File: config.mk
export PLATFORM = sky130hd
export DESIGN_NAME = lattice_ladder_iir_filter
export DESIGN_NICKNAME = d
export VERILOG_FILES = /design/src/rtl/llf_pkg.sv /design/src/rtl/lattice_ladder_iir_filter.sv /design/src/rtl/llf_mul.sv
export SDC_FILE = /design/constraint.sdc
export NUM_CORES = 2
export LEC_CHECK = 0
export ABC_AREA = 1
export BUFFER_PORTS_ARGS = -buffer_cell sky130_fd_sc_hd__buf_2
export CAP_MARGIN = 20
export CORE_UTILIZATION = 35
export DETAILED_ROUTE_END_ITERATION = 8
export PLACE_DENSITY = 0.49
export SETUP_SLACK_MARGIN = 0.5
export SYNTH_ARGS = -nofsm -noshare
export SYNTH_HDL_FRONTEND = slang
export SYNTH_SLANG_ARGS = --single-unit
File: constraint.sdc
create_clock -name i_clk -period 21 [get_ports i_clk]
set_input_delay 2.1 -clock i_clk [delete_from_list [all_inputs] [get_ports i_clk]]
set_output_delay 2.1 -clock i_clk [all_outputs]
set_load 0.05 [all_outputs]
File: src/rtl/llf_pkg.sv
package llf_pkg;

    // default widths
    localparam int SAMPLE_BITS_DEF = 16;
    localparam int COEF_BITS_DEF   = 16;

    // guard bits carried on every lattice node above the sample width
    localparam int GUARD_BITS = 8;

    // configuration register indexes
    localparam int CFG_IDX_BITS = 3;

    localparam logic [CFG_IDX_BITS-1:0] CFG_LATTICE_LO = 3'd0;
    localparam logic [CFG_IDX_BITS-1:0] CFG_LATTICE_HI = 3'd1;
    localparam logic [CFG_IDX_BITS-1:0] CFG_LADDER_LO  = 3'd2;
    localparam logic [CFG_IDX_BITS-1:0] CFG_LADDER_MID = 3'd3;
    localparam logic [CFG_IDX_BITS-1:0] CFG_LADDER_TOP = 3'd4;

endpackage

File: src/rtl/lattice_ladder_iir_filter.sv
// Fourth-order lattice-ladder IIR filter, fixed point.
//
//  channel   dir  signals                               fields (low bit up)
//  -------   ---  ------------------------------------  ----------------------
//  s_axis    in   s_axis_tvalid/tready/tdata            sample_in
//  m_axis    out  m_axis_tvalid/tready/tdata            sample_out
//  cfg       in   i_cfg_we, i_cfg_idx, i_cfg_data       gain registers 0..4
//
//  Per item, accept to next accept: 13 multiplies issued one a cycle into the
//  shared multiplier, then the last writeback, then the load of the output
//  register, then an idle step with s_axis_tready high.
//  Synchronous active-low reset clears gains, backward delays and handshake state.
//  A result held on m_axis stalls only the final load; the next item is taken
//  in the cycle after the previous one has been loaded.
module lattice_ladder_iir_filter #(
    parameter int SAMPLE_BITS = llf_pkg::SAMPLE_BITS_DEF,
    parameter int COEF_BITS   = llf_pkg::COEF_BITS_DEF
) (
    input  logic                                  i_clk,
    input  logic                                  i_rst_n,
    // input items
    input  logic                                  s_axis_tvalid,
    output logic                                  s_axis_tready,
    input  logic [((SAMPLE_BITS + 7) / 8) * 8-1:0] s_axis_tdata,  // sample_in
    // result items
    output logic                                  m_axis_tvalid,
    input  logic                                  m_axis_tready,
    output logic [((SAMPLE_BITS + 7) / 8) * 8-1:0] m_axis_tdata,  // sample_out
    // gain registers
    input  logic                                  i_cfg_we,
    input  logic [llf_pkg::CFG_IDX_BITS-1:0]      i_cfg_idx,
    input  logic [2*COEF_BITS-1:0]                i_cfg_data
);

    localparam int DW = ((SAMPLE_BITS + 7) / 8) * 8;
    localparam int NB = SAMPLE_BITS + llf_pkg::GUARD_BITS;  // node width
    localparam int RW = NB + 3;                             // rounded product
    localparam int SW = NB + 4;                             // node sum
    localparam int AW = NB + 6;                             // ladder accumulator
    localparam int CB = COEF_BITS;

    localparam logic signed [NB-1:0] NODE_MAX = {1'b0, {(NB - 1){1'b1}}};
    localparam logic signed [NB-1:0] NODE_MIN = {1'b1, {(NB - 1){1'b0}}};
    localparam logic [SAMPLE_BITS-1:0] OUT_MAX = {1'b0, {(SAMPLE_BITS - 1){1'b1}}};
    localparam logic [SAMPLE_BITS-1:0] OUT_MIN = {1'b1, {(SAMPLE_BITS - 1){1'b0}}};

    typedef enum logic [1:0] {
        S_IDLE,
        S_RUN,
        S_DONE
    } t_state;

    // multiply issue slots, in issue order; P_LAST issues nothing
    typedef enum logic [3:0] {
        P_K3D3, P_K2D2, P_K1D1, P_K0D0,
        P_K1F1, P_K2F2, P_K3F3, P_K0G0,
        P_A0G4, P_A1G3, P_A2G2, P_A3G1, P_A4G0,
        P_LAST
    } t_step;

    // gain registers
    logic [2*CB-1:0]        r_lat_lo, r_lat_hi, r_lad_lo, r_lad_mid;
    logic signed [CB-1:0]   r_lad_top;

    // control
    t_state                 r_state;
    t_step                  r_step, r_wb;
    logic                   r_out_valid;
    logic [SAMPLE_BITS-1:0] r_out_data;

    // datapath
    logic signed [NB-1:0]   r_x, r_f3, r_f2, r_f1, r_g0, r_g1, r_g2, r_g3, r_g4;
    logic signed [NB-1:0]   r_dly [0:3];
    logic signed [AW-1:0]   r_acc;

    logic signed [CB-1:0]   w_coef;
    logic signed [NB-1:0]   w_opnd;
    logic signed [RW-1:0]   w_rnd;
    logic signed [NB-1:0]   w_addend;
    logic                   w_sub;
    logic signed [SW-1:0]   w_sum;
    logic signed [NB-1:0]   w_node;
    logic signed [AW-1:0]   w_acc_sum;
    logic [SAMPLE_BITS-1:0] w_y;
    logic                   w_accept, w_commit;

    assign w_accept = s_axis_tvalid && s_axis_tready;
    assign w_commit = (r_state == S_DONE) && (!r_out_valid || m_axis_tready);

    assign s_axis_tready = (r_state == S_IDLE);
    assign m_axis_tvalid = r_out_valid;
    assign m_axis_tdata  = DW'(r_out_data);

    // ---- configuration writes ----
    always_ff @(posedge i_clk) begin
        if (!i_rst_n) begin
            r_lat_lo  <= '0;
            r_lat_hi  <= '0;
            r_lad_lo  <= '0;
            r_lad_mid <= '0;
            r_lad_top <= '0;
        end else if (i_cfg_we) begin
            case (i_cfg_idx)
                llf_pkg::CFG_LATTICE_LO: r_lat_lo  <= i_cfg_data;
                llf_pkg::CFG_LATTICE_HI: r_lat_hi  <= i_cfg_data;
                llf_pkg::CFG_LADDER_LO:  r_lad_lo  <= i_cfg_data;
                llf_pkg::CFG_LADDER_MID: r_lad_mid <= i_cfg_data;
                llf_pkg::CFG_LADDER_TOP: r_lad_top <= i_cfg_data[CB-1:0];
                default: ;
            endcase
        end
    end

    // ---- issue: gain and node into the multiplier ----
    always_comb begin
        w_coef = '0;
        w_opnd = '0;
        case (r_step)
            P_K3D3: begin w_coef = r_lat_hi[2*CB-1:CB]; w_opnd = r_dly[3]; end
            P_K2D2: begin w_coef = r_lat_hi[CB-1:0];    w_opnd = r_dly[2]; end
            P_K1D1: begin w_coef = r_lat_lo[2*CB-1:CB]; w_opnd = r_dly[1]; end
            P_K0D0: begin w_coef = r_lat_lo[CB-1:0];    w_opnd = r_dly[0]; end
            P_K1F1: begin w_coef = r_lat_lo[2*CB-1:CB]; w_opnd = r_f1;     end
            P_K2F2: begin w_coef = r_lat_hi[CB-1:0];    w_opnd = r_f2;     end
            P_K3F3: begin w_coef = r_lat_hi[2*CB-1:CB]; w_opnd = r_f3;     end
            P_K0G0: begin w_coef = r_lat_lo[CB-1:0];    w_opnd = r_g0;     end
            P_A0G4: begin w_coef = r_lad_lo[CB-1:0];    w_opnd = r_g4;     end
            P_A1G3: begin w_coef = r_lad_lo[2*CB-1:CB]; w_opnd = r_g3;     end
            P_A2G2: begin w_coef = r_lad_mid[CB-1:0];   w_opnd = r_g2;     end
            P_A3G1: begin w_coef = r_lad_mid[2*CB-1:CB]; w_opnd = r_g1;    end
            P_A4G0: begin w_coef = r_lad_top;           w_opnd = r_g0;     end
            default: ;
        endcase
    end

    llf_mul #(
        .COEF_BITS (COEF_BITS),
        .NODE_BITS (NB)
    ) u_mul (
        .i_clk  (i_clk),
        .i_coef (w_coef),
        .i_opnd (w_opnd),
        .o_rnd  (w_rnd)
    );

    // ---- writeback: lattice node add/subtract with saturation ----
    always_comb begin
        w_addend = r_x;
        w_sub    = 1'b1;
        case (r_wb)
            P_K3D3: begin w_addend = r_x;    w_sub = 1'b1; end
            P_K2D2: begin w_addend = r_f3;   w_sub = 1'b1; end
            P_K1D1: begin w_addend = r_f2;   w_sub = 1'b1; end
            P_K0D0: begin w_addend = r_f1;   w_sub = 1'b1; end
            P_K1F1: begin w_addend = r_dly[1]; w_sub = 1'b0; end
            P_K2F2: begin w_addend = r_dly[2]; w_sub = 1'b0; end
            P_K3F3: begin w_addend = r_dly[3]; w_sub = 1'b0; end
            P_K0G0: begin w_addend = r_dly[0]; w_sub = 1'b0; end
            default: ;
        endcase
    end

    assign w_sum = w_sub ? (SW'(w_addend) - SW'(w_rnd)) : (SW'(w_rnd) + SW'(w_addend));

    assign w_node = (w_sum[SW-1:NB-1] == {(SW - NB + 1){w_sum[SW-1]}}) ? w_sum[NB-1:0]
                  : (w_sum[SW-1] ? NODE_MIN : NODE_MAX);

    assign w_acc_sum = r_acc + AW'(w_rnd);

    // exact ladder sum clipped to the sample range
    assign w_y = (r_acc[AW-1:SAMPLE_BITS-1] == {(AW - SAMPLE_BITS + 1){r_acc[AW-1]}})
               ? r_acc[SAMPLE_BITS-1:0] : (r_acc[AW-1] ? OUT_MIN : OUT_MAX);

    always_ff @(posedge i_clk) begin
        if (!i_rst_n) begin
            r_dly <= '{default: '0};
        end else begin
            if (w_accept) begin
                r_x <= NB'(signed'(s_axis_tdata[SAMPLE_BITS-1:0]));
            end
            if (r_state == S_RUN) begin
                case (r_wb)
                    P_K3D3: r_f3  <= w_node;
                    P_K2D2: r_f2  <= w_node;
                    P_K1D1: r_f1  <= w_node;
                    P_K0D0: r_g0  <= w_node;
                    P_K1F1: r_g2  <= w_node;
                    P_K2F2: r_g3  <= w_node;
                    P_K3F3: r_g4  <= w_node;
                    P_K0G0: r_g1  <= w_node;
                    P_A0G4: r_acc <= AW'(w_rnd);
                    P_A1G3, P_A2G2, P_A3G1, P_A4G0: r_acc <= w_acc_sum;
                    default: ;
                endcase
            end
            if (w_commit) begin
                r_dly[0] <= r_g0;
                r_dly[1] <= r_g1;
                r_dly[2] <= r_g2;
                r_dly[3] <= r_g3;
            end
        end
    end

    // ---- sequencer and output register ----
    always_ff @(posedge i_clk) begin
        if (!i_rst_n) begin
            r_state     <= S_IDLE;
            r_step      <= P_LAST;
            r_wb        <= P_LAST;
            r_out_valid <= 1'b0;
        end else begin
            if (w_commit) begin
                r_out_valid <= 1'b1;
            end else if (r_out_valid && m_axis_tready) begin
                r_out_valid <= 1'b0;
            end
            case (r_state)
                S_IDLE: begin
                    if (w_accept) begin
                        r_state <= S_RUN;
                        r_step  <= P_K3D3;
                        r_wb    <= P_LAST;
                    end
                end
                S_RUN: begin
                    r_wb <= r_step;
                    if (r_step == P_LAST) begin
                        r_state <= S_DONE;
                    end else begin
                        r_step <= t_step'(4'(r_step) + 4'd1);
                    end
                end
                S_DONE: begin
                    r_wb <= P_LAST;
                    if (w_commit) begin
                        r_out_data <= w_y;
                        r_state    <= S_IDLE;
                    end
                end
                default: r_state <= S_IDLE;
            endcase
        end
    end

    // ---- checks ----
    a_start: assert property (@(posedge i_clk) disable iff (!i_rst_n)
        w_accept |=> (r_state == S_RUN) && (r_step == P_K3D3) && (r_wb == P_LAST))
        else $error("item accepted without starting the multiply sequence");

    a_run_end: assert property (@(posedge i_clk) disable iff (!i_rst_n)
        (r_state == S_RUN) && (r_step == P_LAST) |=> (r_state == S_DONE))
        else $error("sequence did not finish after the last issue slot");

    a_out_src: assert property (@(posedge i_clk) disable iff (!i_rst_n)
        $rose(r_out_valid) |-> ($past(r_state) == S_DONE))
        else $error("result raised outside the completion step");

    a_dly_hold: assert property (@(posedge i_clk) disable iff (!i_rst_n)
        (r_state != S_DONE) |=> $stable(r_dly[0]) && $stable(r_dly[3]))
        else $error("backward delays changed mid-item");

endmodule

File: src/rtl/llf_mul.sv
// Shared multiplier: registered product, then round to nearest (ties up)
// while dropping COEF_BITS-2 fraction bits.
module llf_mul #(
    parameter int COEF_BITS = llf_pkg::COEF_BITS_DEF,
    parameter int NODE_BITS = llf_pkg::SAMPLE_BITS_DEF + llf_pkg::GUARD_BITS
) (
    input  logic                        i_clk,
    input  logic signed [COEF_BITS-1:0] i_coef,
    input  logic signed [NODE_BITS-1:0] i_opnd,
    output logic signed [NODE_BITS+2:0] o_rnd
);

    localparam int PW   = COEF_BITS + NODE_BITS;
    localparam int FRAC = COEF_BITS - 2;

    localparam logic [PW:0] HALF = {{(PW + 1 - FRAC){1'b0}}, 1'b1, {(FRAC - 1){1'b0}}};

    logic signed [PW-1:0] r_prod;
    logic        [PW:0]   w_sum;

    always_ff @(posedge i_clk) begin
        r_prod <= i_coef * i_opnd;
    end

    // floor((p + half) / 2^FRAC) by slicing off the fraction
    assign w_sum = {r_prod[PW-1], r_prod} + HALF;
    assign o_rnd = w_sum[PW:FRAC];

endmodule
# After elaboration in Yosys (flattened, before gate mapping)
# Index checks and enable logic that the tools add are counted.
dict set report totals {
  word_cells 127
  out_inout_bits 18
  in_bits 56
  ff_bits 545
}
dict set report op_classes {
  n_addsub 5
  mux 20
  n_mul 1
  n_eq_ne 37
  reduce_logical 39
}
# operator n
set op_table {}
lappend op_table {{24-bit one-hot mux with 12 select lines} 1}
lappend op_table {{24-bit one-hot mux with 7 select lines} 1}
lappend op_table {{16-bit one-hot mux with 9 select lines} 1}
lappend op_table {{30-bit one-hot mux with 2 select lines} 1}
lappend op_table {{24-bit 2-to-1 mux} 2}
lappend op_table {{4-bit == test, second input constant} 11}
lappend op_table {{40-bit by 15-bit adder with 41-bit output, second input constant} 1}
lappend op_table {{16-bit by 24-bit multiplier with 40-bit output} 1}
lappend op_table {{3-bit AND reduction} 12}
lappend op_table {{4-bit by 3-bit == test with 1-bit output, second input constant} 8}
lappend op_table {{16-bit 2-to-1 mux} 2}
lappend op_table {{30-bit by 27-bit adder with 30-bit output} 1}
lappend op_table {{27-bit by 24-bit adder with 28-bit output} 1}
lappend op_table {{28-bit 2-to-1 mux} 1}
lappend op_table {{24-bit by 27-bit subtractor with 28-bit output} 1}
lappend op_table {{4-bit by 2-bit == test with 1-bit output, second input constant} 4}
lappend op_table {{14-bit == test} 1}
lappend op_table {{2-bit AND reduction} 7}
lappend op_table {{4-bit 2-to-1 mux} 3}
lappend op_table {{4-bit one-hot mux with 3 select lines} 1}
lappend op_table {{2-bit OR reduction} 5}
lappend op_table {{4-bit by 1-bit == test with 1-bit output, second input constant} 2}
lappend op_table {{4-bit logical NOT} 2}
lappend op_table {{4-bit one-hot mux with 2 select lines} 1}
lappend op_table {{other kinds (20)} 31}

# Longest topological paths before layout
dict set report logic_depth {
  ltp_word 6
  ltp_mapped 38
  ltp_nobuf 35
}

# Modules after synthesis
# A second synthesis with hierarchy kept.
dict set report hier_totals {
  cells_unflattened 5045
  hier_area_um2 40984.3
}
# mod cells_per_inst seq_area_each_um2 area_each_um2 n_inst
set by_module_without_submodules {}
lappend by_module_without_submodules {lattice_ladder_iir_filter 2936 12652.1 25099.1 1}
lappend by_module_without_submodules {llf_mul 2109 540.5 15885.2 1}

# Worst setup path after synthesis
# No wires, ideal clock.
dict set report synth_timing {
  path_kind {reg-to-reg}
  start {register r_step[0]}
  end {register u_mul.r_prod[39]}
  path_slack_ns 13.973
  period_less_slack_ns 7.027
  stages_incl_launch_ff 32
  required_ns 20.888
  n_path_buf 2
  setup_time_ns 0.112
  t_arrival_ns 6.914
  cell_sequence {dfxtp_1 inv_1 ha_1 nand3_1 inv_1 buf_2 buf_2 a221oi_1 nand3_1 clkinv_1 nor2_1 inv_1 fa_1 inv_1 fa_1 inv_1 fa_1 fa_1 fa_1 fa_1 inv_1 ha_1 a21oi_1 inv_1 a21oi_1 nor2_1 a2111oi_0 o21ai_0 inv_1 nand2_1 nand2_1 nand2_1}
}
dict set report synth_between {
  elab_chain_cells 4
  elab_cells_between_ends 21
  cone_classes {mul: 1; eq/ne: 12; mux: 2; reduce/logical: 6}
}
# item line
set synth_lines {}
lappend synth_lines {{from (decl)} lattice_ladder_iir_filter.sv:67} ;# t_step r_step, r_wb;
lappend synth_lines {{from (signal assigned)} lattice_ladder_iir_filter.sv:231} ;# r_step <= t_step'(4'(r_step) + 4'd1);
lappend synth_lines {{4-bit == test (tied with other cells)} lattice_ladder_iir_filter.sv:118} ;# case (r_step)
lappend synth_lines {{2-bit OR reduction (no source line)} --}
lappend synth_lines {{24-bit one-hot mux with 12 select lines / 16-bit one-hot mux with 9 select lines (equally long branches)} lattice_ladder_iir_filter.sv:118}
lappend synth_lines {{16-bit by 24-bit multiplier with 40-bit output *} llf_mul.sv:22} ;# r_prod <= i_coef * i_opnd;
lappend synth_lines {{to (signal assigned)} llf_mul.sv:22}
lappend synth_lines {{to (decl)} llf_mul.sv:18} ;# logic signed [PW-1:0] r_prod;
# Mark *: on every way between the ends. The rest lies on a longest branch, timed or not.
# A chain may end at the register's enable or synchronous reset.

# Worst setup path in the final report
dict set report layout_timing {
  start {register r_step[3]}
  end {register u_mul.r_prod[39]}
}
# Same word-level chain as after synthesis.

==> results.toml <==
[status]
outcome = "finished, final reports clean"

[pwr]
power_density_nw_per_um2 = 110
p_clk_share_pct = 21.7
vdd_drop_max_mv = 0.105
p_total_mw = 4.85
power_switching_mw = 2.21
p_comb_share_pct = 48.0
p_leak_nw = 19.1
switching_share_pct = 45.5
power_frac_seq_pct = 30.3
power.internal_mw = 2.64

[grt]
grtUsageTotal_pct = 24.4
grt_pass1_wl_um = 214000
grt_pass1_vias = 33718
top_usage_layer = "met2"
grtUsageMet2_pct = 40.1
globalRouteOverflowTotal = 0
use_met1_pct = 33.1
antenna_found_initial = 10
grt_use_met3_pct = 3.75
grt_max_degree = 138

[yosys]
synth_area_per_cell_sq_um = 8.26
async_flop_share_pct = 0
ys_ff_latch = 532
synth_enable_flop_cells = 254
ys_warn_count = 0
ys.flop_type = "dfxtp_1"
ys_types = 65
synth_nets = 5418
synthesis.area_sq_um = 39900
syn_inst = 4830
seq_area_frac_synth_pct = 33.1

[die]
die-area_sq_um = 115000
ios = 74
core_area_sq_um = 113000
die_w_um = 340
row_count = 123
die_y_um = 340
start_util_pct = 35.4

[detailed_routing]
wl_per_cell_um = 22.1
dr.pass1.iters = 6
drc = 0
wl_um = 142000
postRouteAntennaNets = 0
num_vias = 33568
via_per_inst = 5.23
drt-initial-drc-count = 2734

[placed_design]
numPortBuffers = 73
place_hpwl_um = 104000
dp.cells = 6303
placed_cell_area_sq_um = 42200
place_congestion = 0.924

[finish]
instances_no_fill = 6417
final_nets = 5454
nFillCells = 11682
register_area_sq_um = 13200
drive_gt1_share_pct = 7.24
diodes = 0
area_growth_pct = 10.7
final_area_sq_um = 44100
multi_input_area_sq_um = 22900

[clock_tree]
cts-buffers-inserted = 60
postCtsHoldBufs = 0
cts_sinks = 532
clock_latency_ns = 0.68
cts-resized-gates = 0
htree_levels = 2
post_cts_buffers = 0
clk_pin_slew_ns = 0.06
root_buffer = "clkbuf_16"
clockBufferDepth = 3
cts_tree = "built"

[hold_path]
whs_endpoint = "r_lad_mid[1]"
min_path_cells = 2
hold_path_class = "reg -> reg"
hp-start = "r_lad_mid[1]"

[worst_setup_path]
cp-end-kind = "register"
worstPathArrival_ns = 10.22
crit_cells = 27
r2r_setup_slack_ns = 11.33
critPathKind = "reg -> reg"
cpPeakStageDelay_ns = 0.87
crit_buf_inv = 6
r2r-end = "u_mul.r_prod[39]"
rr_startpoint = "r_step[3]"
start_kind = "register"
cp_max_fo = 17
crit_path_top_delay_cell = "inv_1"
reg2regPathDepth = 27
cp_top_family = "adder cells"
required_ns = 21.55

[timing]
fin_crit_sh_pct = 46.1
setup_violations = 0
fin_crit_ns = 9.67
hold_violations = 0
setup_tns_ns = 0
timing.fmax_mhz = 103
rsz0062_at_grt = "false"
final_max_slew_viol_count = 0
worstMarginPinSlew_ns = 1.09
fin_skew_ns = 0.0608
slew_headroom_pct = 27.6

[run]
maxCapViolations = 0
==> synthesized netlist by cell type, types with 22 or more instances <==
library cell | n | share of area [%]
xnor2_1 | 22 | 0.48
nand3_1 | 127 | 1.6
clkbuf_1 | 147 | 1.4
a21oi_1 | 270 | 3.4
fa_1 | 375 | 19
o22ai_1 | 72 | 1.1
xor2_1 | 66 | 1.4
nor2_1 | 642 | 6.0
a221oi_1 | 86 | 1.9
nand4_1 | 53 | 0.83
nor3_1 | 31 | 0.39
a31oi_1 | 31 | 0.49
inv_1 | 831 | 7.8
o21ai_0 | 373 | 4.7
ha_1 | 157 | 4.9
edfxtp_1 | 254 | 19
dfxtp_1 | 278 | 14
nand2_1 | 760 | 7.2
==> metal layers <==
layer / vias to the layer above / share of wire, %
li1: 15698 / -
met2: 1168 / 46
met1: 16424 / 44
met4: 18 / 2.9
met5: - / 0.077
met3: 260 / 6.8
==> power groups by stage <==
stage          sequential (mW)  clock (mW)  combinational [mW]
2_1_floorplan             1.46           0                1.54
3_3_place_gp              1.49           0                2.30
3_5_place_dp              1.49           0                2.29
4_1_cts                   1.47        1.07                2.30
5_1_grt                   1.48        1.11                2.55
6_report                  1.47        1.05                2.32
==> worst reg2reg max path, stage by stage (launching register included) <==
cell	delay, ns
dfxtp_1	0.55
nor2_2	0.12
nand2_1	0.51
buf_4	0.41
nand2_1	0.65
nand2_1	0.23
nand4_1	0.74
inv_1	0.88
nor2_1	0.19
fa_1	0.54
fa_1	0.69
inv_1	0.23
fa_1	0.53
fa_1	0.57
fa_1	0.43
fa_1	0.49
inv_1	0.04
ha_1	0.35
a21oi_1	0.20
inv_1	0.06
a21oi_1	0.18
nor2_1	0.06
a2111oi_0	0.50
o21ai_0	0.18
inv_1	0.11
nand2_1	0.06
nand2_1	0.05
nand2_1	0.05
==> sequential cells by signal (all words and copies together), names as in the netlist, 16 cells and up <==
| name | flops |
|---|---|
| r_x | 16 |
| r_f3 | 24 |
| m_axis_tdata | 16 |
| r_lat_hi | 32 |
| r_f1 | 24 |
| u_mul.r_prod | 27 |
| r_f2 | 24 |
| r_g2 | 24 |
| r_lat_lo | 32 |
| r_g0 | 24 |
| r_g1 | 24 |
| r_g3 | 24 |
| r_dly | 96 |
| r_acc | 30 |
| r_lad_top | 16 |
| r_lad_lo | 32 |
| r_lad_mid | 32 |
| r_g4 | 24 |
==> area by class of cell <==
cell class,instances,area share (%)
multi-input cells,3251,51.8
inverters,867,7.38
well taps,1500,4.25
clock inverters,24,0.536
clock buffers,89,3.87
flip-flops and latches,532,29.9
repair buffers,154,2.29
==> kinds of logic after synthesis <==
kind of cell / count (synthesis) / synth area share [%]
DFF: 532 / 33.1
adders and majority gates: 532 / 23.8
and+or+nand+nor: 1695 / 17.6
xor gates and xnor gates: 89 / 2.00
buffers and inverters: 1047 / 10.0
AOI/OAI and AO/OA: 935 / 13.6
==> how the worst max path moves through the flow <==
stage,from,to,slack (ns)
2_1_floorplan,r_step[0],u_mul.r_prod[39],13.97
3_3_place_gp,r_step[0],u_mul.r_prod[39],11.27
3_5_place_dp,r_step[0],u_mul.r_prod[39],11.35
4_1_cts,r_step[3],u_mul.r_prod[39],11.32
5_1_grt,r_step[0],u_mul.r_prod[39],10.87
6_report,r_step[3],u_mul.r_prod[39],11.33
==> placed cells by master (no fill, tap or decap), drive strengths merged, types with 22 or more instances in the layout <==
cell type	netlist	routed
dfxtp	278	278
a21oi	272	272
clkinv	19	39
inv	848	849
nor3	34	34
o22ai	72	72
o21ai	388	388
nand3	132	132
nor2	659	659
ha	157	157
xor2	67	67
a221oi	86	86
nand4	53	53
clkbuf	148	89
xnor2	22	22
fa	375	375
edfxtp	254	254
buf	32	154
nand2	782	782
a31oi	31	31
==> metrics by stage <==
| step | hold slack, ns | worst slack, ns | util, % |
|---|---|---|---|
| 2_1_floorplan | 0.424 | 13.97 | - |
| 3_3_place_gp | 0.434 | 11.27 | 37.4 |
| 3_5_place_dp | 0.438 | 11.35 | 37.4 |
| 4_1_cts | 0.447 | 11.32 | 39.2 |
| 5_1_grt | 0.464 | 10.87 | 39.2 |
| 6_report | 0.443 | 11.33 | 39.2 |
Power figures use the tool's default switching activity.
